[src/rtl/pidc_pkg.sv]
`timescale 1ns / 1ps

package pidc_pkg;

	// q16.16 signed sample
	typedef logic signed [31:0] q_t;

	localparam q_t Q_MAX = 32'sh7FFF_FFFF;
	localparam q_t Q_MIN = 32'sh8000_0000;

	// configuration register indexes
	typedef enum logic [2:0] {
		REG_PROP_GAIN   = 3'd0,
		REG_HALF_KI_T   = 3'd1,
		REG_KD_GAIN     = 3'd2,
		REG_DERIV_DECAY = 3'd3,
		REG_INTEG_MIN   = 3'd4,
		REG_INTEG_MAX   = 3'd5,
		REG_OUT_MIN     = 3'd6,
		REG_OUT_MAX     = 3'd7
	} reg_idx_t;

	typedef struct packed {
		q_t prop_gain;
		q_t half_ki_t;
		q_t kd_gain;
		q_t deriv_decay;
		q_t integ_min;
		q_t integ_max;
		q_t out_min;
		q_t out_max;
	} cfg_t;

	// error stage to term stage
	typedef struct packed {
		logic               valid;
		q_t                 err;
		logic signed [32:0] esum;
		logic signed [32:0] dmeas;
	} err_stage_t;

	// term stage to output stage
	typedef struct packed {
		logic valid;
		q_t   prop;
		q_t   integ;
		q_t   deriv;
	} term_stage_t;

	// saturate a 33-bit difference to 32 bits
	function automatic q_t sat33(input logic signed [32:0] x);
		if (x[32] == x[31]) begin
			return x[31:0];
		end
		return x[32] ? Q_MIN : Q_MAX;
	endfunction

	// saturate a 34-bit sum to 32 bits
	function automatic q_t sat34(input logic signed [33:0] x);
		if (x[33:31] == 3'b000 || x[33:31] == 3'b111) begin
			return x[31:0];
		end
		return x[33] ? Q_MIN : Q_MAX;
	endfunction

	// q16.16 product, floor of the scaled result, saturated
	function automatic q_t qmul(input q_t a, input logic signed [32:0] b);
		logic signed [64:0] p;
		logic signed [48:0] s;
		p = 65'(a) * 65'(b);
		s = p[64:16];
		if (s[48:31] == {18{s[48]}}) begin
			return s[31:0];
		end
		return s[48] ? Q_MIN : Q_MAX;
	endfunction

	// upper limit tested first, so inverted limits give one of the two
	function automatic q_t clamp34(input logic signed [33:0] x, input q_t lo, input q_t hi);
		if (x > 34'(hi)) begin
			return hi;
		end
		if (x < 34'(lo)) begin
			return lo;
		end
		return x[31:0];
	endfunction

endpackage

[src/rtl/pidc_cfg_regs.sv]
`timescale 1ns / 1ps

module pidc_cfg_regs (
	input  logic                clk,
	input  logic                arst_n,
	input  logic                cfg_valid,
	output logic                cfg_ready,
	input  logic [2:0]          cfg_index,
	input  logic [31:0]         cfg_data,
	output pidc_pkg::cfg_t      cfg
);

	pidc_pkg::cfg_t cfg_q;

	// writes always taken
	assign cfg_ready = 1'b1;
	assign cfg      = cfg_q;

	// register file, limits open after reset
	always_ff @(posedge clk or negedge arst_n) begin
		if (!arst_n) begin
			cfg_q.prop_gain   <= '0;
			cfg_q.half_ki_t   <= '0;
			cfg_q.kd_gain     <= '0;
			cfg_q.deriv_decay <= '0;
			cfg_q.integ_min   <= pidc_pkg::Q_MIN;
			cfg_q.integ_max   <= pidc_pkg::Q_MAX;
			cfg_q.out_min     <= pidc_pkg::Q_MIN;
			cfg_q.out_max     <= pidc_pkg::Q_MAX;
		end else if (cfg_valid) begin
			case (pidc_pkg::reg_idx_t'(cfg_index))
				pidc_pkg::REG_PROP_GAIN:   cfg_q.prop_gain   <= cfg_data;
				pidc_pkg::REG_HALF_KI_T:   cfg_q.half_ki_t   <= cfg_data;
				pidc_pkg::REG_KD_GAIN:     cfg_q.kd_gain     <= cfg_data;
				pidc_pkg::REG_DERIV_DECAY: cfg_q.deriv_decay <= cfg_data;
				pidc_pkg::REG_INTEG_MIN:   cfg_q.integ_min   <= cfg_data;
				pidc_pkg::REG_INTEG_MAX:   cfg_q.integ_max   <= cfg_data;
				pidc_pkg::REG_OUT_MIN:     cfg_q.out_min     <= cfg_data;
				pidc_pkg::REG_OUT_MAX:     cfg_q.out_max     <= cfg_data;
				default: ;
			endcase
		end
	end

endmodule

[config.mk]
export PLATFORM = sky130hd
export DESIGN_NAME = pidc_cfg_regs
export DESIGN_NICKNAME = d
export VERILOG_FILES = /design/src/rtl/pidc_pkg.sv /design/src/rtl/pidc_cfg_regs.sv
export SDC_FILE = /design/constraint.sdc
export NUM_CORES = 1
export LEC_CHECK = 0
export ABC_AREA = 1
export BUFFER_PORTS_ARGS = -buffer_cell sky130_fd_sc_hd__buf_2
export CORE_MARGIN = 2
export CORE_UTILIZATION = 40
export CTS_CLUSTER_SIZE = 25
export DETAILED_ROUTE_END_ITERATION = 12
export GPL_ROUTABILITY_DRIVEN = 0
export GPL_TIMING_DRIVEN = 1
export MAX_ROUTING_LAYER = met4
export PLACE_DENSITY = 0.61
export SLEW_MARGIN = 20
export SYNTH_ARGS = -nofsm -noshare
export SYNTH_HDL_FRONTEND = slang
export SYNTH_SLANG_ARGS = --single-unit
[constraint.sdc]
create_clock -name clk -period 0.82 [get_ports clk]
set_input_delay 0.164 -clock clk [delete_from_list [all_inputs] [get_ports clk]]
set_output_delay 0.164 -clock clk [all_outputs]
set_load 0.05 [all_outputs]
======== After elaboration in Yosys (flattened, before gate mapping) ========
Index checks and enable logic that the tools add are counted.
word-level totals
  register bits ........................... 256
  output and inout port bits .............. 257
  word-level logic and storage cells ...... 24
cells by class
  equality and inequality tests ........... 7
  reduce and logical (&&, ||, !) cells .... 9
operator list
  cell                                                             count
  2-bit AND reduction                                              8
  3-bit == test, second input constant                             4
  3-bit by 2-bit == test with 1-bit output, second input constant  2
  3-bit by 1-bit == test with 1-bit output, second input constant  1
  3-bit zero test                                                  1

======== Logic depth before layout (Yosys ltp) ========
  depth after elaboration ................. 2
  gate-level depth with buffers ........... 6

======== Least setup slack after synthesis ========
Ideal clock, no wire load.
  path kind ............................... input-to-reg
  start ................................... input port cfg_valid
  end ..................................... register cfg_q, in the netlist cfg[229]
  setup time .............................. 65 ps
  arrival ................................. 954 ps
  data required time ...................... 755 ps
  path slack .............................. -200 ps
  cell stages on the path ................. 6
  path buffers ............................ 2
  cell sequence ........................... inv_1 nor2_2 buf_2 buf_2 nand3_1 nand2_1
on the way
  longest elaborated chain between the ends .. 1
RTL lines
  item                           RTL line             RTL
  start, declared                pidc_cfg_regs.sv:6   input logic cfg_valid,
  2-bit AND reduction (no line)  -
  end, declared                  pidc_cfg_regs.sv:13  pidc_pkg::cfg_t cfg_q;
Every way passes these cells.
A chain may end at the register's enable or synchronous reset.

======== Worst setup path after layout ========
  start ................................... register cfg_q, in the netlist cfg[64]
  end ..................................... output port cfg[64] in the netlist's numbering
RTL lines
  item           RTL line             RTL
  end, declared  pidc_cfg_regs.sv:10  output pidc_pkg::cfg_t cfg
No word-level cell between the ends.

==> results.tsv <==
stage	metric	value	unit
power_and_ir_drop	vdd.ir_drop.worst	0.001788	V
routing	avgViaCountPerCell	4.944	
clock_network	cts-buffers-inserted	27	
finish	antenna_cells	0	
timing	finalHoldViolCount	0	
grt	grt_overflow	0	
floorplan	coreArea	24960	µm²
finish	regArea	6593	µm²
worst_setup_path	r2r-start	cfg[133]$_DFFE_PN0P_	
power_and_ir_drop	p_total	49390	µW
routing	vias	9299	
worst_setup_path	cp_max_fo	2	
synth	syn_avg_cell_area	8.794	µm²
synth	syn-instance-count	1147	
worst_setup_path	setup.worst_path.end	cfg[64]	
timing	period_share	1.728	
floorplan	placementRows	58	
grt	grt_pass1_wl	53.92	mm
finish	multiInputGateArea	3196	µm²
hold_path	min_path_type	input pin to flop	
clock_network	clock_sinks	256	
worst_setup_path	critPathTopFamily	flip-flops	
finish	area_delta_synth_final	59.72	%
place	pre_cts_slack	-0.4336	ns
clock_network	cts_tree	done	
worst_setup_path	cp.arrival	1.25	ns
worst_setup_path	crit_buf_inv	1	
power_and_ir_drop	powerDensity	3066	nW/µm²
routing	wl	36.02	mm
clock_network	clk_pin_slew_worst_paths	0.06	ns
grt	antenna_found_initial	0	
routing	drt-pass1-iter-count	5	
status	status	finished, violations left	
worst_setup_path	startpoint	cfg[64]$_DFFE_PN1P_	
timing	fin_skew	0	ns
synth	ys_ff_latch	256	
floorplan	die_area	26500	µm²
place	numPortBuffers	293	
grt	first_global_vias	9285	
worst_setup_path	regToRegSetupSlack	-0.05	ns
finish	largest_reg_flops	256	
finish	nets	1568	
finish	drive_above_1_share	0.4004	
finish	fill_cells	1938	
timing	rsz0062_at_grt	yes	
worst_setup_path	cp.required	0.66	ns
routing	drt_iter0_drc	684	
worst_setup_path	critPathLaunchType	flop	
worst_setup_path	r2r_end	cfg[133]$_DFFE_PN0P_	
clock_network	cts-root-buf	clkbuf_16	
run	maxCapViolations	0	
worst_setup_path	cp.depth	1	
worst_setup_path	crit_slowest_cell	dfstp_2	
clock_network	clk_path_buf_depth	3	
timing	hold_slack	0.1004	ns
routing	post_drt_wl_per_cell	19.15	µm
floorplan	io_pins	295	
timing	setup_tns	-121.27	ns
routing	detail-route-antenna-nets	0	
timing	setup_viol	263	
routing	post-route-drc-count	0	
floorplan	die_y	162.8	µm
synth	yosysWarnings	0	
synth	syn_nets	1185	
synth	yosysUniqueCellTypes	13	
synth	seq_area_frac_synth	0.6430	
worst_setup_path	path_cells	buf_8	
place	dp.final_hpwl	22.70	mm
timing	clock.fmax	705.7	MHz
floorplan	start_util	0.4041	
clock_network	h-tree-depth	1	
clock_network	clock_latency	0.53	ns
grt	grtUsageTotal	0.2719	
status	violations	negative setup slack	
timing	slew_violations	0	
worst_setup_path	path_class	flop to output pin	
grt	grt_start_max_net_pins	45	
power_and_ir_drop	p_leak	0.008317	µW
worst_setup_path	reg2reg_depth	4	
finish	utilization	0.6454	
timing	layout_setup_ws	-0.5971	ns
worst_setup_path	cp-end-kind	output pin	
floorplan	die_w	162.8	µm
synth	syn_area	10090	µm²
worst_setup_path	slowest_delay	0.56	ns
timing	period_needed	1.417	ns
## Yosys cell counts
| master | instances | area [µm²] |
|---|---|---|
| clkbuf_2 | 27 | 135.1 |
| conb_1 | 1 | 3.750 |
| nand2_1 | 653 | 2451 |
| nor2_2 | 3 | 18.77 |
| clkinv_1 | 1 | 3.750 |
| inv_1 | 5 | 18.77 |
| nor2_1 | 5 | 18.77 |
| dfstp_2 | 64 | 1682 |
| buf_4 | 4 | 30.03 |
| nand3_1 | 128 | 640.6 |
| dfrtp_1 | 192 | 4805 |
| clkbuf_1 | 32 | 120.1 |
| buf_2 | 32 | 160.2 |
## layer usage
metal / wire length (µm) / part of all wire / GRT usage
met1: 14540 / 0.40 / 0.3406
met2: 17750 / 0.49 / 0.4397
met3: 2567 / 0.071 / 0.06061
met4: 1156 / 0.032 / 0.08930
met5: 0 / 0 / -
## worst register-to-register path: stages (launching register included)
cell,delay (ns)
dfrtp_1,0.39
buf_4,0.14
buf_4,0.12
nand2_1,0.05
nand2_1,0.05
## cell usage in the layout, fill, tap and decap left out, drive strengths merged
master and count:
dlygate4sd3 34, clkbuf 43, nand2 653, clkinv 6, nor2 8, buf 415
conb 1, dfrtp 192, inv 6, nand3 128, bufinv 1, dfstp 64
## metrics by stage
stage / std cells / area [µm²]
finish: 1881 / 16110
global route: 1881 / 16110
CTS: 1842 / 15780
detailed placement: 1735 / 12570
global placement: 1735 / 12570
floorplan: 1147 / 10390
## how the worst min path moves through the flow
stage | start | end | depth (start not counted)
floorplan | arst_n | cfg[100]$_DFFE_PN0P_ | 0
global placement | arst_n | cfg[100]$_DFFE_PN0P_ | 1
detailed placement | arst_n | cfg[105]$_DFFE_PN0P_ | 1
CTS | cfg_index[2] | cfg[188]$_DFFE_PN0P_ | 5
global route | cfg_index[2] | cfg[188]$_DFFE_PN0P_ | 5
finish | cfg_index[2] | cfg[188]$_DFFE_PN0P_ | 5
## cells by family (layout without fill, tap and decap cells)
| logic type | Yosys count | in the layout | share of synthesized area |
|---|---|---|---|
| buffers and inverters | 101 | 505 | 0.04639 |
| flip-flops | 256 | 256 | 0.6430 |
| other | 1 | 1 | 0.0003718 |
| AND/OR/NAND/NOR | 789 | 789 | 0.3102 |
## layout make-up
class | count | share of cell area
Timing Repair Buffer | 449 | 0.3107
Clock buffer | 43 | 0.05001
Tap cell | 330 | 0.02563
Clock inverter | 7 | 0.004194
Sequential cell | 256 | 0.4092
Multi-Input combinational cell | 790 | 0.1983
Inverter | 6 | 0.001941
## power by group
group          switching (µW)  internal [µW]  leakage, µW
combinational           12400           7140      0.00491
sequential               2080          15600      0.00298
clock                    5130           7040     0.000432
## timing repair
action                     CTS  global route
hold buffers                34             0
setup endpoints to repair  256           258
setup buffers               23            39
cloned                       0             0
gates resized for setup    570            11
pin swaps                    0             1
hold endpoints to repair   467             0
Note: power is estimated with default switching activity, not from simulation.
