===== config.mk =====
export PLATFORM = sky130hd
export DESIGN_NAME = pidc_out_stage
export DESIGN_NICKNAME = d
export VERILOG_FILES = /design/src/rtl/pidc_pkg.sv /design/src/rtl/pidc_out_stage.sv
export SDC_FILE = /design/constraint.sdc
export NUM_CORES = 1
export LEC_CHECK = 0
export ABC_CLOCK_PERIOD_IN_PS = 5600
export BUFFER_PORTS_ARGS = -buffer_cell sky130_fd_sc_hd__buf_4
export CAP_MARGIN = 20
export CORE_AREA = 2 2 150 152
export CTS_BUF_LIST = sky130_fd_sc_hd__clkbuf_16
export DETAILED_ROUTE_END_ITERATION = 10
export DIE_AREA = 0 0 152 154
export GPL_ROUTABILITY_DRIVEN = 0
export PLACE_DENSITY_LB_ADDON = 0.2
export SLEW_MARGIN = 20
export SYNTH_ARGS = -nofsm -noshare
export SYNTH_HDL_FRONTEND = slang
export SYNTH_SLANG_ARGS = --single-unit

===== constraint.sdc =====
create_clock -name clk -period 5.6 [get_ports clk]
set_clock_uncertainty 0.2 [all_clocks]
set_input_delay 0.84 -clock clk [delete_from_list [all_inputs] [get_ports clk]]
set_output_delay 0.84 -clock clk [all_outputs]
set_load 0.01 [all_outputs]

===== src/rtl/pidc_pkg.sv =====
`timescale 1ns / 1ps

package pidc_pkg;

	// q16.16 signed sample
	typedef logic signed [31:0] q_t;

	localparam q_t Q_MAX = 32'sh7FFF_FFFF;
	localparam q_t Q_MIN = 32'sh8000_0000;

	// configuration register indexes
	typedef enum logic [2:0] {
		REG_PROP_GAIN   = 3'd0,
		REG_HALF_KI_T   = 3'd1,
		REG_KD_GAIN     = 3'd2,
		REG_DERIV_DECAY = 3'd3,
		REG_INTEG_MIN   = 3'd4,
		REG_INTEG_MAX   = 3'd5,
		REG_OUT_MIN     = 3'd6,
		REG_OUT_MAX     = 3'd7
	} reg_idx_t;

	typedef struct packed {
		q_t prop_gain;
		q_t half_ki_t;
		q_t kd_gain;
		q_t deriv_decay;
		q_t integ_min;
		q_t integ_max;
		q_t out_min;
		q_t out_max;
	} cfg_t;

	// error stage to term stage
	typedef struct packed {
		logic               valid;
		q_t                 err;
		logic signed [32:0] esum;
		logic signed [32:0] dmeas;
	} err_stage_t;

	// term stage to output stage
	typedef struct packed {
		logic valid;
		q_t   prop;
		q_t   integ;
		q_t   deriv;
	} term_stage_t;

	// saturate a 33-bit difference to 32 bits
	function automatic q_t sat33(input logic signed [32:0] x);
		if (x[32] == x[31]) begin
			return x[31:0];
		end
		return x[32] ? Q_MIN : Q_MAX;
	endfunction

	// saturate a 34-bit sum to 32 bits
	function automatic q_t sat34(input logic signed [33:0] x);
		if (x[33:31] == 3'b000 || x[33:31] == 3'b111) begin
			return x[31:0];
		end
		return x[33] ? Q_MIN : Q_MAX;
	endfunction

	// q16.16 product, floor of the scaled result, saturated
	function automatic q_t qmul(input q_t a, input logic signed [32:0] b);
		logic signed [64:0] p;
		logic signed [48:0] s;
		p = 65'(a) * 65'(b);
		s = p[64:16];
		if (s[48:31] == {18{s[48]}}) begin
			return s[31:0];
		end
		return s[48] ? Q_MIN : Q_MAX;
	endfunction

	// upper limit tested first, so inverted limits give one of the two
	function automatic q_t clamp34(input logic signed [33:0] x, input q_t lo, input q_t hi);
		if (x > 34'(hi)) begin
			return hi;
		end
		if (x < 34'(lo)) begin
			return lo;
		end
		return x[31:0];
	endfunction

endpackage


===== src/rtl/pidc_out_stage.sv =====
`timescale 1ns / 1ps

module pidc_out_stage (
	input  logic                   clk,
	input  logic                   arst_n,
	input  pidc_pkg::cfg_t         cfg,
	input  pidc_pkg::term_stage_t  s3,
	output logic                   en,
	output logic                   out_valid,
	input  logic                   out_stall,
	output logic signed [31:0]     drive_value
);

	logic         out_valid_q;
	logic         skid_valid_q;
	pidc_pkg::q_t drive_q;
	pidc_pkg::q_t skid_q;
	pidc_pkg::q_t total;
	logic         res_valid;
	logic         take;
	logic         to_out;

	// pipeline moves while the skid entry is free
	assign en        = !skid_valid_q;
	assign res_valid = s3.valid && en;
	assign take      = out_valid_q && !out_stall;
	assign to_out    = !out_valid_q || take;

	// sum of the three terms, clamped to the output limits
	always_comb begin
		total = pidc_pkg::clamp34(34'(s3.prop) + 34'(s3.integ) + 34'(s3.deriv),
			cfg.out_min, cfg.out_max);
	end

	// output register and skid entry control
	always_ff @(posedge clk or negedge arst_n) begin
		if (!arst_n) begin
			out_valid_q  <= 1'b0;
			skid_valid_q <= 1'b0;
		end else if (skid_valid_q) begin
			if (take) begin
				skid_valid_q <= 1'b0;
			end
		end else if (res_valid) begin
			if (to_out) begin
				out_valid_q <= 1'b1;
			end else begin
				skid_valid_q <= 1'b1;
			end
		end else if (take) begin
			out_valid_q <= 1'b0;
		end
	end

	// output register and skid entry payload
	always_ff @(posedge clk) begin
		if (skid_valid_q) begin
			if (take) begin
				drive_q <= skid_q;
			end
		end else if (res_valid) begin
			if (to_out) begin
				drive_q <= total;
			end else begin
				skid_q <= total;
			end
		end
	end

	assign out_valid   = out_valid_q;
	assign drive_value = drive_q;

endmodule


# [Yosys cells after proc, flatten, opt, wreduce, memory -nomap -nowiden]
# Cells that the tools add are included.
[classes] add_sub_neg=2 multipliers=0 div=0 magnitude_cmp=2 n_eq_ne=2 n_shift=0 mux=18 bitwise_logic=2 n_reduce_logical=12
[ops] op="32-bit two-way mux" n=8
[ops] op="33-bit by 32-bit adder with 34-bit output" n=1
[ops] op="34-bit by 32-bit > comparator with 1-bit output" n=1
[ops] op="34-bit by 32-bit less-than comparator with 1-bit output" n=1
[ops] op="32-bit by 32-bit adder with 33-bit output" n=1
[ops] op="1-bit two-way mux" n=10
[ops] op="3-bit AND reduction" n=3
[ops] op="2-bit nonzero test" n=3
[ops] op="2-bit by 1-bit inequality test with 1-bit output (second input constant)" n=2
[ops] op="1-bit logical NOT" n=3
[ops] op="1-bit logical AND" n=2
[ops] op="1-bit NOT" n=2
[ops] op="1-bit logical OR" n=1
[totals] ff_bits=66 latchBits=0 ramBits=0 romBits=0 out_inout_bits=34 elab_cells=42 memories=0

# [Longest topological paths before layout]
# Gate-level depths: netlist of the first run.
[logic_depth] ltp_word=10 depth_mapped=22

# [Worst setup path before layout of the first run]
# Ideal clock, no wire load.
[synth_path] path_kind="input to register" startpoint="input port s3[1] (netlist name)" endpoint="register drive_q[0], in the netlist drive_value[0], data pin" setup_ps=260 arrival_time_ps=5657 required_time_ps=5140 slack_ps=-517 stages=21 n_path_buf=1 path_cell_list="fa_1 -> ha_1 -> fa_1 -> a21o_1 -> nand3_1 -> a21oi_1 -> o31ai_1 -> o21ai_1 -> o41ai_2 -> o211ai_1 -> o21ai_0 -> ha_1 -> nand4_2 -> nor3_1 -> a221o_1 -> or3_1 -> and4_4 -> buf_6 -> mux2_4 -> mux2_4 -> mux2_2"
[synth_between] elab_chain_cells=9
[synth_rtl] element="start: declaration" line="pidc_out_stage.sv:7" text="input pidc_pkg::term_stage_t s3,"
[synth_rtl] element="33-bit by 32-bit adder with 34-bit output (*)" line="pidc_out_stage.sv:31" text="total = pidc_pkg::clamp34(34'(s3.prop) + 34'(s3.integ) + 34'(s3.deriv),"
[synth_rtl] element="34-bit by 32-bit less-than comparator with 1-bit output" line="pidc_pkg.sv:83" text="if (x < 34'(lo)) begin"
[synth_rtl] element="1-bit two-way mux (2 in a row)" line="pidc_pkg.sv:83"
[synth_rtl] element="32-bit two-way mux" line="pidc_pkg.sv:86" text="return x[31:0];"
[synth_rtl] element="32-bit two-way mux (*)" line="pidc_pkg.sv:83"
[synth_rtl] element="via total[0]" line="pidc_out_stage.sv:18" text="pidc_pkg::q_t total;"
[synth_rtl] element="32-bit two-way mux (*)" line="pidc_out_stage.sv:62" text="if (to_out) begin"
[synth_rtl] element="32-bit two-way mux (*)" line="pidc_out_stage.sv:61" text="end else if (res_valid) begin"
[synth_rtl] element="32-bit two-way mux (*)" line="pidc_out_stage.sv:57" text="if (skid_valid_q) begin"
[synth_rtl] element="end signal: assignment" line="pidc_out_stage.sv:59" text="drive_q <= skid_q;"
[synth_rtl] element="end signal: assignment" line="pidc_out_stage.sv:63" text="drive_q <= total;"
[synth_rtl] element="end: declaration" line="pidc_out_stage.sv:16" text="pidc_pkg::q_t drive_q;"
# Mark *: on every way through the listed nets, which the timed path passes. The rest lies on a longest branch. The select of a mux whose other input is x is not followed.
# A chain may end at the register's enable or synchronous reset.

# [Worst setup path in the final report of the first run]
[layout_path] startpoint="input port s3[9] (netlist name)" endpoint="register drive_q[0], in the netlist drive_value[0], data pin"
# Same word-level chain as after synthesis.

==> flow_summary.ini, run 1 <==
[synth]
yosysSeqAreaShare_pct = 26.2
synth_xor_area_share_pct = 2.80
synthCells = 803
ys_seq_elements = 66
synth_mux_area_share_pct = 7.32
ys_warn_count = 0
synthArstFlopShare_pct = 3.03
synth_edf_count = 64
synthesis.nets = 1291
synth_area_per_cell_um2 = 9.36
syn_area_um2 = 7520
netlist_top_cells_area = edfxtp_1 26%, ha_1 16%, fa_1 8.8%
yosys.area_share.simple_pct = 13.8
synth_compound_area_share_pct = 19.1
synth_ff_type = edfxtp_1
yosys.area.top_type = edfxtp_1
synth_adder_area_share_pct = 25.3
synth_top_area_share_pct = 25.6
synth_top_family_by_area = adder cells
ys_types = 73

[sta]
rsz0062_at_grt = true
hold_ws_ps = 79.4
slew_violations = 0
min_period_over_period_pct = 104
fin_ws_ps = -202
finalSetupViolCount = 45
layout_min_cycle_time_ps = 5800
worst_slew_pin_slew_ps = 552
fmax_mhz = 172
hold_violations = 0
slew_headroom_pct = 62.9

[clock_tree]
cts_hold_buf = 0
cts_tree = built
numClockSinks = 66
clk_latency_ps = 330
htreeDepth = 3
numCtsBuffers = 9
clk_path_buf_depth = 2
clockRootBuffer = clkbuf_16
path_clk_slew_ps = 50

[finish]
syn2layout_area_growth_pct = 65.3
fin_nets = 1690
diodes = 0
fin_cells = 1487
utilization_pct = 57.3
drive_gt1_share_pct = 48.7

[setup_path]
critical_path.max_stage_delay_ps = 530
start_kind = primary input
crit_required_ps = 5480
critPathArrivalTime_ps = 5680
critPathSlowestCell = fa_1
critPathMaxFanout = 6
crit_start = s3[9]
path_cells = buf_4 -> fa_1 -> ha_4 -> buf_6 -> nand2_1 -> nor4_2 -> nand3_2 -> a31oi_4 -> o22ai_2 -> buf_4 -> xnor2_1 -> ha_1 -> nand4_4 -> nor3_2 -> a221o_1 -> or3_4 -> and4_4 -> mux2_4 -> mux2_4 -> mux2_4
path_depth = 20
critical_path_class = in2reg
critPathTopFamily = simple AND/OR/NAND/NOR gates
path_buf_inv = 3
r2r-start = skid_valid_q$_DFF_PN0_
reg2reg_depth = 6
endpoint_kind = register
critical-path-top-cell-by-count = mux2_4

[routing]
final_antenna_net_count = 0
drcViolationCount = 0
dr.pass1.iters = 4
drt_wl_total_um = 24900
drt-wirelength-per-cell_um = 16.8
drt_iter0_drc = 396
dr_total_vias = 7589
viasPerCell = 5.10

[global_routing]
first_global_vias = 7356
grt_use_total_pct = 19.9
grt_pass1_wl_um = 37500
antenna_found_initial = 1
grt_overflow_total = 0
grt_max_degree = 33

[place]
dp.cells = 1432
hpwl_um = 20100
io_buffers = 197
pre_cts_ws_ps = -829

[die]
start_util_pct = 34.7
ios = 390
die_area_um2 = 23400
rows = 54
core_um2 = 21700
die_y_um = 154
die_w_um = 152

[power_and_ir_drop]
power_density_nw_per_um2 = 445
ir_drop_mv = 0.219
p_leak_nw = 5.73
finalPower_w = 0.00552

[outcome]
status = complete, but fails checks
violations = negative setup slack

[run]
drv_cap = 0

[worst_hold_path]
min_path_type = in2async
-- synthesized netlist by cell type, types with 6 or more instances --
| library cell | n |
|---|---|
| a211oi_1 | 7 |
| a21boi_0 | 8 |
| a21o_1 | 27 |
| a21oi_1 | 61 |
| a31oi_1 | 8 |
| and2_1 | 9 |
| and3_1 | 7 |
| clkbuf_1 | 20 |
| edfxtp_1 | 64 |
| fa_1 | 33 |
| ha_1 | 99 |
| inv_1 | 75 |
| mux2_2 | 14 |
| mux2i_1 | 34 |
| nand2_1 | 65 |
| nand3_1 | 20 |
| nand4_1 | 23 |
| nor2_1 | 48 |
| nor3_1 | 12 |
| nor4_1 | 6 |
| o211ai_1 | 7 |
| o21ai_0 | 24 |
| o21ai_1 | 7 |
| o221ai_1 | 6 |
| o31ai_1 | 8 |
| or3_1 | 8 |
| xnor2_1 | 17 |
| xor2_1 | 7 |
-- layout make-up --
type                            instances  area (um2)
Clock inverter                          7        93.8
Multi-Input combinational cell        633        6180
Inverter                               76         285
Timing Repair Buffer                  416        3320
Sequential cell                        66        1970
Tap cell                              280         350
Clock buffer                            9         225
Fill cell                            1950        9260
-- layer usage --
layer / share of wire [%] / wire (um) / GRT usage (%) / vias up
met1: 49 / 12200 / 29.4 / 3522
met2: 44 / 10900 / 30.2 / 259
met4: 1.6 / 406 / 5.34 / 0
met5: 0 / 0 / 0 / -
met3: 6.0 / 1500 / 3.18 / 25
li1: - / - / - / 3783
-- cells by family after synthesis --
family | count (synthesis)
AOI/OAI and AO/OA | 212
and+or+nand+nor | 213
xor gates and xnor gates | 24
DFF | 66
adders and majority gates | 132
buffers and inverters | 104
muxes | 52
-- cell usage in the layout, fill, tap and decap left out, drive strengths merged, types with 7 or more instances in the layout --
cell / synthesis / final
nor3: 12 / 12
mux2: 18 / 18
mux2i: 34 / 34
clkbuf: 20 / 11
ha: 99 / 99
nor2: 48 / 48
inv: 76 / 76
edfxtp: 64 / 64
a211oi: 7 / 7
or3: 8 / 8
buf: 8 / 414
xor2: 7 / 7
and2: 10 / 10
nand4: 24 / 24
a31oi: 8 / 8
nand3: 20 / 20
a21boi: 10 / 10
o21ai: 31 / 31
nand2: 65 / 65
fa: 33 / 33
o31ai: 8 / 8
o211ai: 7 / 7
xnor2: 17 / 17
a21o: 27 / 27
and3: 7 / 7
a21oi: 62 / 62
-- registers in the layout, indices dropped and copies added (netlist names) --
name          cells
drive_value      32
out_valid         1
skid_q           32
skid_valid_q      1
-- timing repair --
item | in CTS | in global routing
setup buffers | 15 | 25
cloned | 2 | 2
endpoints found under the setup margin | 64 | 64
gates resized for setup | 56 | 155
pin swaps | 31 | 62
-- metrics by stage --
stage               area, um2  setup TNS, ps
floorplan                7610          -1430
global placement        10700         -39370
detailed placement      10700         -40330
CTS                     11500           -670
global route            12400         -11110
finish                  12400          -4280
-- power breakdown --
| group | internal (W) | switching (W) |
|---|---|---|
| clock | 0.000388 | 0.000207 |
| sequential | 0.000837 | 0.0000462 |
| combinational | 0.00211 | 0.00193 |
-- path summary, 6_finish.rpt --
kind	end	slack (ps)
setup / recovery	drive_value[0]$_DFFE_PP_	-200
hold / removal	skid_valid_q$_DFF_PN0_	80
setup reg to reg	drive_value[3]$_DFFE_PP_	3010
hold reg to reg	drive_value[26]$_DFFE_PP_	330
max in group asynchronous	out_valid$_DFFE_PN0P_	5040
min in group clk	drive_value[26]$_DFFE_PP_	330
No activity file was read; power rests on OpenSTA's default activity.
==> inputs of run 2 (changes only) <==
Settings changed: BUFFER_PORTS_ARGS -buffer_cell sky130_fd_sc_hd__buf_4 to unset, CORE_AREA 2 2 150 152 to 2 2 152 154, DIE_AREA 0 0 152 154 to 0 0 154 156, DONT_BUFFER_PORTS set to 1.
==> flow_summary.ini, run 2 (synthesized netlist as in run 1, its figures left out) <==
[outcome]
status = complete, but fails checks
violations = negative setup slack

[setup_path]
critPathMaxFanout = 4
critical_path_class = in2reg
critical_path.max_stage_delay_ps = 510
regToRegSetupSlack_ps = 3040
crit_required_ps = 5480
path_buf_inv = 3
critPathSlowestCell = fa_1
endpoint_kind = register
critPathTopFamily = compound AO/OA/AOI/OAI gates
start_kind = primary input
critPathArrivalTime_ps = 5490
path_cells = fa_1 -> ha_4 -> buf_4 -> nand4_1 -> nor2b_1 -> o31ai_4 -> a31oi_4 -> o22ai_2 -> o21bai_1 -> a21oi_2 -> xnor2_2 -> ha_4 -> a21oi_2 -> nand2_2 -> a221o_1 -> or3_4 -> nand4_1 -> buf_6 -> clkbuf_16 -> mux2i_1 -> mux2i_1 -> mux2_4

[clock_tree]
numClockSinks = 66
clockRootBuffer = clkbuf_16
cts_tree = built
numCtsBuffers = 9
clk_latency_ps = 340
path_clk_slew_ps = 50
clk_path_buf_depth = 2
htreeDepth = 3

[finish]
drive_gt1_share_pct = 35.7
utilization_pct = 47.2
final_common_cell = buf_4
diodes = 0
fin_nets = 1475
seqCellArea_um2 = 1970
multi_input_area_um2 = 5960
fill_cells = 2043
syn2layout_area_growth_pct = 40.5
final_cell_mix = 182 x buf_4, 84 x ha_1, 75 x inv_1

[routing]
drt_iter0_drc = 288
dr_total_vias = 6637
final_antenna_net_count = 0
drt-wirelength-per-cell_um = 18.2
viasPerCell = 5.20
drcViolationCount = 0
dr.pass1.iters = 4
drt_wl_total_um = 23300

[die]
ios = 390
rows = 55
die_y_um = 156
die_area_um2 = 24000
core_um2 = 22400
die_w_um = 154
start_util_pct = 33.6

[global_routing]
grt_use_total_pct = 18.2
grt_pass1_wl_um = 34200
grt_max_degree = 33
grt_overflow_total = 0
antenna_found_initial = 0
first_global_vias = 6349

[sta]
worst_slew_pin_slew_ps = 994
slew_headroom_pct = 33.5
hold_ws_ps = 329
rsz0062_at_grt = true
finalSetupViolCount = 1
min_period_over_period_pct = 100
layout_min_cycle_time_ps = 5610
fmax_mhz = 178
fin_ws_ps = -12.7
setup_tns_ps = -12.7
hold_violations = 0
slew_violations = 0

[run]
drv_cap = 0

[worst_hold_path]
min_path_type = reg2reg

[power_and_ir_drop]
combPwrFrac_pct = 68.7
clkPwrFrac_pct = 11.3
p_sw_share_pct = 41.1
ir_drop_mv = 0.221
p_int_w = 0.00292
p_leak_nw = 4.66
seqPwrFrac_pct = 19.9
power_density_nw_per_um2 = 471
switching_power_w = 0.00204

[place]
hpwl_um = 19100
pre_cts_ws_ps = -623
io_buffers = 0
==> run 2: final cells by class <==
cell class	count	area share (%)
Multi-Input combinational cell	633	56.5
Sequential cell	66	18.7
Clock buffer	9	2.13
Timing Repair Buffer	201	15.9
Clock inverter	7	0.746
Tap cell	285	3.38
Inverter	76	2.70
==> run 2: path summary, 6_finish.rpt <==
path / from / endpoint / depth (start not counted)
setup / recovery: s3[74] / drive_value[11]$_DFFE_PP_ / 22
min in group asynchronous: arst_n / skid_valid_q$_DFF_PN0_ / 1
max in group asynchronous: arst_n / out_valid$_DFFE_PN0P_ / 1
hold reg to reg: skid_q[18]$_DFFE_PP_ / drive_value[18]$_DFFE_PP_ / 2
setup reg to reg: skid_valid_q$_DFF_PN0_ / drive_value[11]$_DFFE_PP_ / 2
hold / removal: skid_q[18]$_DFFE_PP_ / drive_value[18]$_DFFE_PP_ / 2
==> run 2: metrics by stage <==
stage	std cells	power (W)	instance area, um2
3_3_place_gp	1236	0.00371	9200
6_report	1277	0.00497	10600
2_1_floorplan	803	0.00268	7610
4_1_cts	1258	0.00445	9760
5_1_grt	1277	0.00531	10600
3_5_place_dp	1236	0.00374	9200
==> run 2: timing repair <==
action,in CTS,in global routing
pin swaps,33,31
setup endpoints to repair,49,64
setup buffers,6,18
hold buffers,1,0
endpoints found under the hold margin,2,0
cloned,0,4
gates resized for setup,39,111
==> run 2: routing by layer <==
metal	GRT usage, %	part of all wire, %
met3	3.28	6.3
met4	4.90	1.5
met1	27.5	51
met5	0	0
met2	26.6	41
==> run 2: tightest hold or removal path, delay by kind of cell (launching register included) <==
kind            cells  cell delay [ps]
compound gates      1               50
simple gates        1               60
flops               1              310
==> run 2: power groups by stage <==
stage / logic, W / registers, W / clock network (W)
CTS: 0.00289 / 0.000992 / 0.000573
floorplan: 0.00171 / 0.000966 / 0
detailed placement: 0.00273 / 0.00100 / 0
global route: 0.00371 / 0.00101 / 0.000591
global placement: 0.00271 / 0.00100 / 0
finish: 0.00342 / 0.000990 / 0.000564
