[config.mk]
export PLATFORM = sky130hd
export DESIGN_NAME = pidc_err_stage
export DESIGN_NICKNAME = d
export VERILOG_FILES = /design/src/rtl/pidc_pkg.sv /design/src/rtl/pidc_err_stage.sv
export SDC_FILE = /design/constraint.sdc
export NUM_CORES = 1
export LEC_CHECK = 0
export ABC_AREA = 1
export BUFFER_PORTS_ARGS = -buffer_cell sky130_fd_sc_hd__clkbuf_2
export CAP_MARGIN = 20
export CORE_MARGIN = 2
export CORE_UTILIZATION = 60
export DETAILED_ROUTE_END_ITERATION = 7
export GPL_TIMING_DRIVEN = 0
export HOLD_SLACK_MARGIN = 0.06
export PLACE_DENSITY = 0.92
export SETUP_SLACK_MARGIN = 0.2
export SYNTH_ARGS = -nofsm -noshare
export SYNTH_HDL_FRONTEND = slang
export SYNTH_SLANG_ARGS = --single-unit
[constraint.sdc]
create_clock -name clk -period 5.1 [get_ports clk]
set_clock_uncertainty 0.1 [all_clocks]
set_input_delay 0.255 -clock clk [delete_from_list [all_inputs] [get_ports clk]]
set_output_delay 0.255 -clock clk [all_outputs]
set_load 0.02 [all_outputs]
[src/rtl/pidc_pkg.sv]
`timescale 1ns / 1ps

package pidc_pkg;

	// q16.16 signed sample
	typedef logic signed [31:0] q_t;

	localparam q_t Q_MAX = 32'sh7FFF_FFFF;
	localparam q_t Q_MIN = 32'sh8000_0000;

	// configuration register indexes
	typedef enum logic [2:0] {
		REG_PROP_GAIN   = 3'd0,
		REG_HALF_KI_T   = 3'd1,
		REG_KD_GAIN     = 3'd2,
		REG_DERIV_DECAY = 3'd3,
		REG_INTEG_MIN   = 3'd4,
		REG_INTEG_MAX   = 3'd5,
		REG_OUT_MIN     = 3'd6,
		REG_OUT_MAX     = 3'd7
	} reg_idx_t;

	typedef struct packed {
		q_t prop_gain;
		q_t half_ki_t;
		q_t kd_gain;
		q_t deriv_decay;
		q_t integ_min;
		q_t integ_max;
		q_t out_min;
		q_t out_max;
	} cfg_t;

	// error stage to term stage
	typedef struct packed {
		logic               valid;
		q_t                 err;
		logic signed [32:0] esum;
		logic signed [32:0] dmeas;
	} err_stage_t;

	// term stage to output stage
	typedef struct packed {
		logic valid;
		q_t   prop;
		q_t   integ;
		q_t   deriv;
	} term_stage_t;

	// saturate a 33-bit difference to 32 bits
	function automatic q_t sat33(input logic signed [32:0] x);
		if (x[32] == x[31]) begin
			return x[31:0];
		end
		return x[32] ? Q_MIN : Q_MAX;
	endfunction

	// saturate a 34-bit sum to 32 bits
	function automatic q_t sat34(input logic signed [33:0] x);
		if (x[33:31] == 3'b000 || x[33:31] == 3'b111) begin
			return x[31:0];
		end
		return x[33] ? Q_MIN : Q_MAX;
	endfunction

	// q16.16 product, floor of the scaled result, saturated
	function automatic q_t qmul(input q_t a, input logic signed [32:0] b);
		logic signed [64:0] p;
		logic signed [48:0] s;
		p = 65'(a) * 65'(b);
		s = p[64:16];
		if (s[48:31] == {18{s[48]}}) begin
			return s[31:0];
		end
		return s[48] ? Q_MIN : Q_MAX;
	endfunction

	// upper limit tested first, so inverted limits give one of the two
	function automatic q_t clamp34(input logic signed [33:0] x, input q_t lo, input q_t hi);
		if (x > 34'(hi)) begin
			return hi;
		end
		if (x < 34'(lo)) begin
			return lo;
		end
		return x[31:0];
	endfunction

endpackage

[src/rtl/pidc_err_stage.sv]
`timescale 1ns / 1ps

module pidc_err_stage (
	input  logic                   clk,
	input  logic                   arst_n,
	input  logic                   en,
	input  logic                   in_valid,
	input  logic signed [31:0]     target_value,
	input  logic signed [31:0]     measured_value,
	output pidc_pkg::err_stage_t   s2
);

	logic               valid_s1;
	pidc_pkg::q_t       tgt_s1;
	pidc_pkg::q_t       meas_s1;
	pidc_pkg::q_t       last_err_q;
	pidc_pkg::q_t       last_meas_q;
	logic               valid_s2;
	pidc_pkg::q_t       err_s2;
	logic signed [32:0] esum_s2;
	logic signed [32:0] dmeas_s2;
	pidc_pkg::q_t       err;
	logic signed [32:0] esum;
	logic signed [32:0] dmeas;

	// input register valid
	always_ff @(posedge clk or negedge arst_n) begin
		if (!arst_n) begin
			valid_s1 <= 1'b0;
		end else if (en) begin
			valid_s1 <= in_valid;
		end
	end

	// input register payload
	always_ff @(posedge clk) begin
		if (en && in_valid) begin
			tgt_s1  <= target_value;
			meas_s1 <= measured_value;
		end
	end

	// error saturated to 32 bits; trapezoid sum and measurement change kept exact at 33 bits
	always_comb begin
		err   = pidc_pkg::sat33(33'(tgt_s1) - 33'(meas_s1));
		esum  = 33'(err) + 33'(last_err_q);
		dmeas = 33'(meas_s1) - 33'(last_meas_q);
	end

	// previous error and measurement
	always_ff @(posedge clk or negedge arst_n) begin
		if (!arst_n) begin
			last_err_q  <= '0;
			last_meas_q <= '0;
		end else if (en && valid_s1) begin
			last_err_q  <= err;
			last_meas_q <= meas_s1;
		end
	end

	// stage 2 valid
	always_ff @(posedge clk or negedge arst_n) begin
		if (!arst_n) begin
			valid_s2 <= 1'b0;
		end else if (en) begin
			valid_s2 <= valid_s1;
		end
	end

	// stage 2 payload
	always_ff @(posedge clk) begin
		if (en && valid_s1) begin
			err_s2   <= err;
			esum_s2  <= esum;
			dmeas_s2 <= dmeas;
		end
	end

	assign s2.valid = valid_s2;
	assign s2.err   = err_s2;
	assign s2.esum  = esum_s2;
	assign s2.dmeas = dmeas_s2;

endmodule

* After elaboration in Yosys (flattened, before gate mapping)
Index checks and enable logic that the tools add are counted.
W data, S select, Z words.
** Storage, ports and cells
- Memories kept :: 0
- Latch bits :: 0
- Input bits :: 68
- Bits in writable memories :: 0
- Memory bits (read-only) :: 0
- Output and inout port bits :: 99
- Word-level logic and storage cells :: 19
- Bits in registers :: 228
** Cells by class
- Shifts and indexed selects :: 0
- Equality and inequality tests :: 1
- Multiply operators :: 0
- Reduce and logical (&&, ||, !) cells :: 2
- Bitwise operators :: 0
- Order comparisons :: 0
- Muxes and demuxes :: 4
- Div/mod/pow operators :: 0
- $add $sub $neg :: 3
** Operators by type and width (number)
- $mux W32 :: 3
- $sub A32 B32 Y33 :: 2
- $add A32 B32 Y33 :: 1
- $logic_and A1 B1 Y1 :: 2
- $eq A1 B1 Y1 :: 1
- $mux W1 :: 1

* Depth between registers and ports, before layout
Gate-level depths: netlist (run 1).
- Depth after elaboration :: 5
- Gate-level depth with buffers :: 33
- Gate-level depth less buffers :: 32

* Worst setup path after synthesis (run 1)
No wires, ideal clock.
- Path type :: register -> register
- From :: reg tgt_s1[0]
- To :: reg esum_s2[30], data pin
- Setup time :: 0.252 ns
- Data required time :: 4.748 ns
- Path buffers :: 1
- Data arrival time :: 4.383 ns
- Stages on the path, launching flop included :: 31
- Slack :: 0.365 ns
- Clock period less this slack :: 4.735 ns
- Path through :: edfxtp_1 -> inv_1 -> ha_1 -> inv_1 -> fa_1 -> nand3_1 -> nand3_2 -> nand2_1 -> nand2_2 -> nand2_2 -> nand2_4 -> nand2_2 -> nand3_2 -> and2_1 -> ha_1 -> clkinv_1 -> clkbuf_1 -> nand2_1 -> nand2_1 -> inv_1 -> ha_1 -> inv_1 -> fa_1 -> o21ai_2 -> a21boi_0 -> o21ai_1 -> nand2_1 -> nand2_1 -> nand2_1 -> nand3_1 -> nand2_1
** Between the ends
- Longest elaborated chain between the ends :: 5
- Elaborated cells between the ends (all ways) :: 7
- Classes of those cells :: 2 x add/sub; 1 x eq/ne; 4 x mux
** RTL lines
- start: declaration :: line pidc_err_stage.sv:14 : pidc_pkg::q_t tgt_s1;
- start signal: assignment :: line pidc_err_stage.sv:38 : tgt_s1 <= target_value;
- $sub A32 B32 Y33 * :: line pidc_err_stage.sv:45 : err = pidc_pkg::sat33(33'(tgt_s1) - 33'(meas_s1));
- $eq A1 B1 Y1 :: line pidc_pkg.sv:52 : if (x[32] == x[31]) begin
- $mux W1 :: line pidc_pkg.sv:52
- $mux W32 * :: line pidc_pkg.sv:55 : return x[32] ? Q_MIN : Q_MAX;
- net err[0] :: line pidc_err_stage.sv:22 : pidc_pkg::q_t err;
- $add A32 B32 Y33 * :: line pidc_err_stage.sv:46 : esum = 33'(err) + 33'(last_err_q);
- net esum[30] :: line pidc_err_stage.sv:23 : logic signed [32:0] esum;
- end signal: assignment :: line pidc_err_stage.sv:74 : esum_s2 <= esum;
- end: declaration :: line pidc_err_stage.sv:20 : logic signed [32:0] esum_s2;
The timed path passes the listed nets; every way through them passes the cells marked *. The select of a mux whose other input is x is not followed.
A chain may end at the register's enable or synchronous reset.

* Worst setup path after layout (run 1)
- From :: reg tgt_s1[3]
- To :: reg esum_s2[29], data pin
Same word-level chain as after synthesis.

==> impl_metrics.py, run 1 <==
metrics = {
    "outcome": {
        "status": "finished, violations left",
        "violations": "design-rule violations",
    },
    "timing": {
        "rsz0062_at_grt": "true",
        "finalHoldViolCount": 0,
        "fmax_mhz": 196,
        "tightestPinTransition_ps": 883,
        "fin_crit_sh": 0.998,
        "drv_slew": 0,
        "fin_crit_ps": 5090,
        "setup_violations": 0,
        "slew_headroom": 0.411,
    },
    "layout": {
        "fin_nets": 2205,
        "antenna_cells": 0,
        "drive_gt1_frac": 0.204,
        "final_cells": 2373,
        "fillers": 1598,
        "synthToLayoutAreaGrowth_pct": 24.8,
        "fin_util": 0.763,
        "final_cell_mix": "nand2_1 (497), inv_1 (283), clkbuf_2 (165), edfxtp_1 (162), nor2_1 (104)",
        "layout_commonest_cell": "nand2_1",
    },
    "floorplan": {
        "coreArea_um2": 23500,
        "die-area_um2": 25200,
        "initial_utilization": 0.611,
        "dieHeight_um": 159,
        "rows": 56,
        "die_w_um": 159,
        "ios": 167,
    },
    "clock_tree": {
        "clkSinkCount": 228,
        "cts_buffers": 24,
        "h-tree-depth": 1,
        "path_clk_slew_ps": 70,
        "clockBufferDepth": 3,
        "cts-root-buf": "clkbuf_16",
        "insertion_delay_ps": 550,
        "cts_tree": "done",
    },
    "drt": {
        "vias": 13554,
        "drt-vias-per-instance": 5.71,
        "drt_wl_total_mm": 44.9,
        "ant_nets": 0,
        "routedWlPerCell_um": 18.9,
        "dr.pass1.iters": 8,
        "remaining_drc_errors": 1,
        "drt_iter0_markers": 1733,
    },
    "grt": {
        "grt_max_degree": 67,
        "grt_use_total": 0.337,
        "grt_antenna_before_repair": 0,
        "overflow": 0,
        "grt_pass1_wl_mm": 65.3,
        "grt_pass1_vias": 12856,
    },
    "hold_path": {
        "worstHoldPathType": "input pin to asynchronous set/reset pin",
    },
    "setup_path": {
        "worstPathMaxFanout": 10,
        "critPathKind": "flop to flop",
        "cp-end-kind": "flop",
        "cp.arrival_ps": 5270,
        "required_ps": 5280,
        "critPathLaunchType": "flop",
    },
    "yosys": {
        "postSynthCellCount": 1747,
        "synthesis.area_um2": 14300,
        "synthFlopType": "edfxtp_1",
        "syn_area_per_cell_um2": 8.21,
        "synth-edff-count": 162,
        "ys_warn_count": 0,
        "ys_seq_area_frac": 0.454,
        "synth_seq_cells": 228,
        "synth_fp_nets": 1916,
        "async_reset_ff_frac": 0.289,
        "ys_types": 44,
    },
    "place": {
        "dp.cells": 2235,
        "port_buffers": 166,
        "hpwl_mm": 29.0,
        "gp_congestion": 0.939,
    },
    "power": {
        "leakage_nw": 8.69,
        "vdd_ir_drop_max_mv": 0.399,
        "power.density_nw_per_um2": 534,
    },
    "flow_run": {
        "maxCapViolCount": 0,
    },
}
[power by group]
part	total, W	switching [W]	internal (W)	leakage [nW]
registers	0.00278	0.000189	0.00259	2.33
logic	0.00495	0.00324	0.00171	5.97
clock network	0.00182	0.000790	0.00103	0.387
[path summary, 6_finish.rpt]
check | from | end | slack (ps) | depth (start not counted)
worst min register to register | last_meas_q[20] | last_meas_q[20] | 390 | 2
worst min-delay path | arst_n | last_meas_q[9] | 230 | 3
worst max-delay path | tgt_s1[3] | esum_s2[29] | 9 | 26
min in group clk | in_valid | tgt_s1[21] | 240 | 3
max in group asynchronous | arst_n | valid_s1 | 4340 | 3
worst max register to register | tgt_s1[3] | esum_s2[29] | 9 | 26
[sequential cells by signal, indices dropped and copies added (netlist names)]
| signal | flops |
|---|---|
| meas_s1 | 32 |
| esum_s2 | 33 |
| valid_s2 | 1 |
| tgt_s1 | 32 |
| last_meas_q | 32 |
| valid_s1 | 1 |
| err_s2 | 32 |
| dmeas_s2 | 33 |
| last_err_q | 32 |
[layer usage]
layer | up-vias | routed length, um | track usage
met3 | 198 | 4320 | 0.0642
met4 | 0 | 2240 | 0.152
met5 | - | 0 | 0
met2 | 781 | 20900 | 0.551
met1 | 6326 | 17500 | 0.437
li1 | 6249 | - | -
[metrics by stage]
step                      worst slack, ps  instance area (um^2)  power, W  hold slack (ps)  setup TNS (ps)
after floorplan                       365                 14300   0.00571             -141               0
after global placement              -1010                 15600   0.00674              332          -17070
after detailed placement            -1180                 15700   0.00686              224          -23090
after CTS                             198                 17300   0.00887              192               0
after global routing                -25.2                 17900    0.0100              276           -68.3
final                                8.57                 17900   0.00956              226               0
[logic make-up after synthesis]
| logic type | share of synthesized area |
|---|---|
| AND/OR/NAND/NOR | 0.241 |
| flip-flops | 0.454 |
| buffers and inverters | 0.0894 |
| AO/OA/AOI/OAI | 0.0945 |
| adder cells (fa/ha/maj) | 0.0897 |
| XOR/XNOR | 0.0317 |
[worst max-delay path, cell delays in order, from the launching register on]
cell	delay, ps
edfxtp_1	540
ha_4	400
nand2_1	120
nor2_2	120
nand2_1	80
nand2_2	120
inv_2	60
o21ai_2	210
nand4_1	190
nand2_1	130
nand2_1	70
nand2_2	80
inv_1	70
ha_4	290
buf_4	200
a21oi_1	150
o21ai_0	200
nand2_1	130
inv_1	70
ha_1	410
nand2_1	140
nor2_1	180
nand2_1	120
o21ai_4	230
nand4_1	200
nand3_1	120
nand2_1	80
[cell usage after synthesis (6+ instances only)]
master    count  area (um^2)
nand2_1     511         1920
xor2_1       37          324
nor2_1      115          432
o21ai_0      91          455
xnor2_1      15          131
o21bai_1     14          105
nand4_1       9         56.3
ha_1         98         1230
a21boi_0      9         67.6
dfrtp_1      66         1650
a21oi_1     112          561
clkbuf_1     12         45.0
nand3b_1      6         45.0
nand2_2      12         75.1
nand3_1      80          400
edfxtp_1    162         4860
nor3_1       18         90.1
inv_2         8         30.0
inv_1       291         1090
nand3_2      30          300
[cell type report]
type / count / area [um^2] / share of cell area
clock buffers: 31 / 668 / 0.0373
well taps: 319 / 399 / 0.0223
inverters: 300 / 1140 / 0.0636
flip-flops and latches: 228 / 6520 / 0.364
clock inverters: 13 / 131 / 0.00734
plain buffers: 22 / 178 / 0.00992
multi-input cells: 1197 / 7080 / 0.395
repair buffers: 263 / 1800 / 0.100
[what timing repair did]
item / CTS / global route
pin swaps: 5 / 26
resized for setup: 46 / 108
hold buffers: 67 / 0
endpoints found under the hold margin: 132 / 0
buffers inserted: 1 / 25
endpoints found under the setup margin: 31 / 27
cloned: 0 / 1
Power figures use the tool's default switching activity.
==> inputs of run 2 (changes only) <==
--- a/config.mk
+++ b/config.mk
@@ -10,10 +10,12 @@
 export CAP_MARGIN = 20
 export CORE_MARGIN = 2
 export CORE_UTILIZATION = 60
+export CTS_CLUSTER_SIZE = 8
 export DETAILED_ROUTE_END_ITERATION = 7
 export GPL_TIMING_DRIVEN = 0
 export HOLD_SLACK_MARGIN = 0.06
 export PLACE_DENSITY = 0.92
+export REMOVE_ABC_BUFFERS = 1
 export SETUP_SLACK_MARGIN = 0.2
 export SYNTH_ARGS = -nofsm -noshare
 export SYNTH_HDL_FRONTEND = slang
==> impl_metrics.py, run 2 (same netlist as run 1, synthesis figures left out) <==
metrics = {
    "outcome": {
        "status": "finished, violations left",
        "violations": "design-rule violations",
    },
    "layout": {
        "synthToLayoutAreaGrowth_pct": 25.4,
        "drive_gt1_frac": 0.195,
        "fin_nets": 2201,
        "final_cell_mix": "nand2_1 (500), inv_1 (285), clkbuf_2 (165), edfxtp_1 (162), nor2_1 (104)",
        "layout_commonest_cell": "nand2_1",
        "final_cells": 2377,
        "top_regs": "dmeas_s2 x33, esum_s2 x33",
    },
    "clock_tree": {
        "cts_buffers": 34,
        "cts_tree": "done",
        "insertion_delay_ps": 530,
        "path_clk_slew_ps": 50,
        "cts-root-buf": "clkbuf_16",
        "clkSinkCount": 228,
        "h-tree-depth": 2,
        "clockBufferDepth": 3,
    },
    "setup_path": {
        "critPathKind": "flop to flop",
        "critPathLaunchType": "flop",
        "critPathBufInv": 4,
        "crit_slowest_cell": "fa_2",
        "path_common_cell": "nand2_1",
        "cp_slowest_stage_delay_ps": 430,
        "worstPathMaxFanout": 6,
        "worstReg2RegStart": "tgt_s1[0]",
        "critPathLaunch": "tgt_s1[0]",
        "cp.arrival_ps": 5100,
        "required_ps": 5240,
        "cp-end-kind": "flop",
        "cp_top_family": "simple AND/OR/NAND/NOR gates",
    },
    "drt": {
        "ant_nets": 0,
        "drt_wl_total_mm": 44.7,
        "drt_iter0_markers": 1586,
        "drt-vias-per-instance": 5.71,
        "routedWlPerCell_um": 18.8,
        "dr.pass1.iters": 8,
        "remaining_drc_errors": 8,
        "vias": 13583,
    },
    "floorplan": {
        "die-area_um2": 25200,
        "rows": 56,
        "ios": 167,
        "initial_utilization": 0.611,
        "die_w_um": 159,
        "coreArea_um2": 23500,
        "dieHeight_um": 159,
    },
    "timing": {
        "fmax_mhz": 202,
        "setup_ws_ps": 139,
        "timing.hold.ws_ps": 245,
        "setup_violations": 0,
        "fin_crit_ps": 4960,
        "drv_slew": 0,
        "tightestPinTransition_ps": 1120,
        "tns_ps": 0,
        "finalHoldViolCount": 0,
        "rsz0062_at_grt": "true",
        "slew_headroom": 0.256,
        "fin_crit_sh": 0.973,
    },
    "hold_path": {
        "worstHoldPathType": "input pin to asynchronous set/reset pin",
    },
    "place": {
        "port_buffers": 166,
        "hpwl_mm": 27.4,
        "gp_congestion": 0.914,
        "post-place-ws_ps": -1260,
        "dp.cells": 2214,
    },
    "power": {
        "leakage_nw": 8.73,
        "power.density_nw_per_um2": 555,
        "vdd_ir_drop_max_mv": 0.345,
    },
    "grt": {
        "grt_pass1_wl_mm": 64.3,
        "grt_use_total": 0.331,
        "grt_max_degree": 101,
        "overflow": 0,
        "grt_antenna_before_repair": 2,
        "grt_pass1_vias": 12778,
    },
    "flow_run": {
        "maxCapViolCount": 0,
    },
}
-- run 2: changes by cell type in the layout (fill, tap and decap cells not counted), sizes merged --
cell,before,now
dlygate4sd3,67,70
clkinvlp,3,0
inv,303,299
bufinv,2,0
clkbuf,208,224
buf,41,32
clkinv,5,3
nand3,111,114
diode,0,2
-- run 2: metal layers --
metal	vias up	global-route usage	wire, um
met3	232	0.0580	4330
met2	897	0.553	20800
met4	0	0.152	2400
met1	6184	0.423	17200
li1	6270	-	-
met5	-	0	0
-- run 2: path summary, 6_finish.rpt --
path | to | slack [ps] | cells past startpoint
worst max-delay path | esum_s2[31] | 140 | 27
worst min register to register | last_err_q[31] | 380 | 2
max in group asynchronous | last_err_q[7] | 4090 | 3
worst max register to register | esum_s2[31] | 140 | 27
min in group clk | meas_s1[7] | 350 | 2
worst min-delay path | last_err_q[8] | 240 | 3
-- run 2: final cells by class --
class	instances	area, um^2
multi-input cells	1200	7090
clock inverters	2	20.0
well taps	319	399
flip-flops and latches	228	6520
clock buffers	58	951
fillers	1557	5480
repair buffers	268	1870
diodes	2	5.00
inverters	300	1140
-- run 2: where the power goes --
group          switching (W)  internal, W  total (W)  leakage, nW
Combinational        0.00332      0.00178    0.00510         5.93
Clock               0.000838      0.00126    0.00210        0.462
Sequential          0.000194      0.00260    0.00279         2.33
-- run 2: worst register-to-register path, stage by stage, from the launching register on --
cell	delay, ps
edfxtp_1	380
inv_1	70
ha_1	170
inv_1	110
fa_2	430
nand3_1	130
nand3_2	130
nand2_1	100
nand2_2	70
nand2_2	90
nand2_4	80
nand2_2	140
nand3_4	90
and2_4	190
ha_4	310
buf_4	190
a21oi_1	130
o21ai_1	170
nand2_1	140
inv_1	100
ha_1	380
nand2_1	150
nor2_1	200
nand2_1	130
o21ai_4	230
nand4_1	130
nand3_1	90
nand2_1	70
-- run 2: timing repair --
| action | 4_1_cts | 5_1_grt |
|---|---|---|
| pin swaps | 4 | 15 |
| hold buffers | 70 | 0 |
| setup buffers | 10 | 18 |
| resized for setup | 27 | 114 |
| hold endpoints to repair | 132 | 0 |
| setup endpoints to repair | 32 | 25 |
| gates cloned | 2 | 1 |
-- run 2: through the flow --
step	power [W]	utilization	instance area, um^2
finish	0.00998	0.767	18000
global route	0.0105	0.767	18000
detailed placement	0.00681	0.662	15500
global placement	0.00669	0.657	15400
CTS	0.00914	0.742	17400
floorplan	0.00565	-	14200
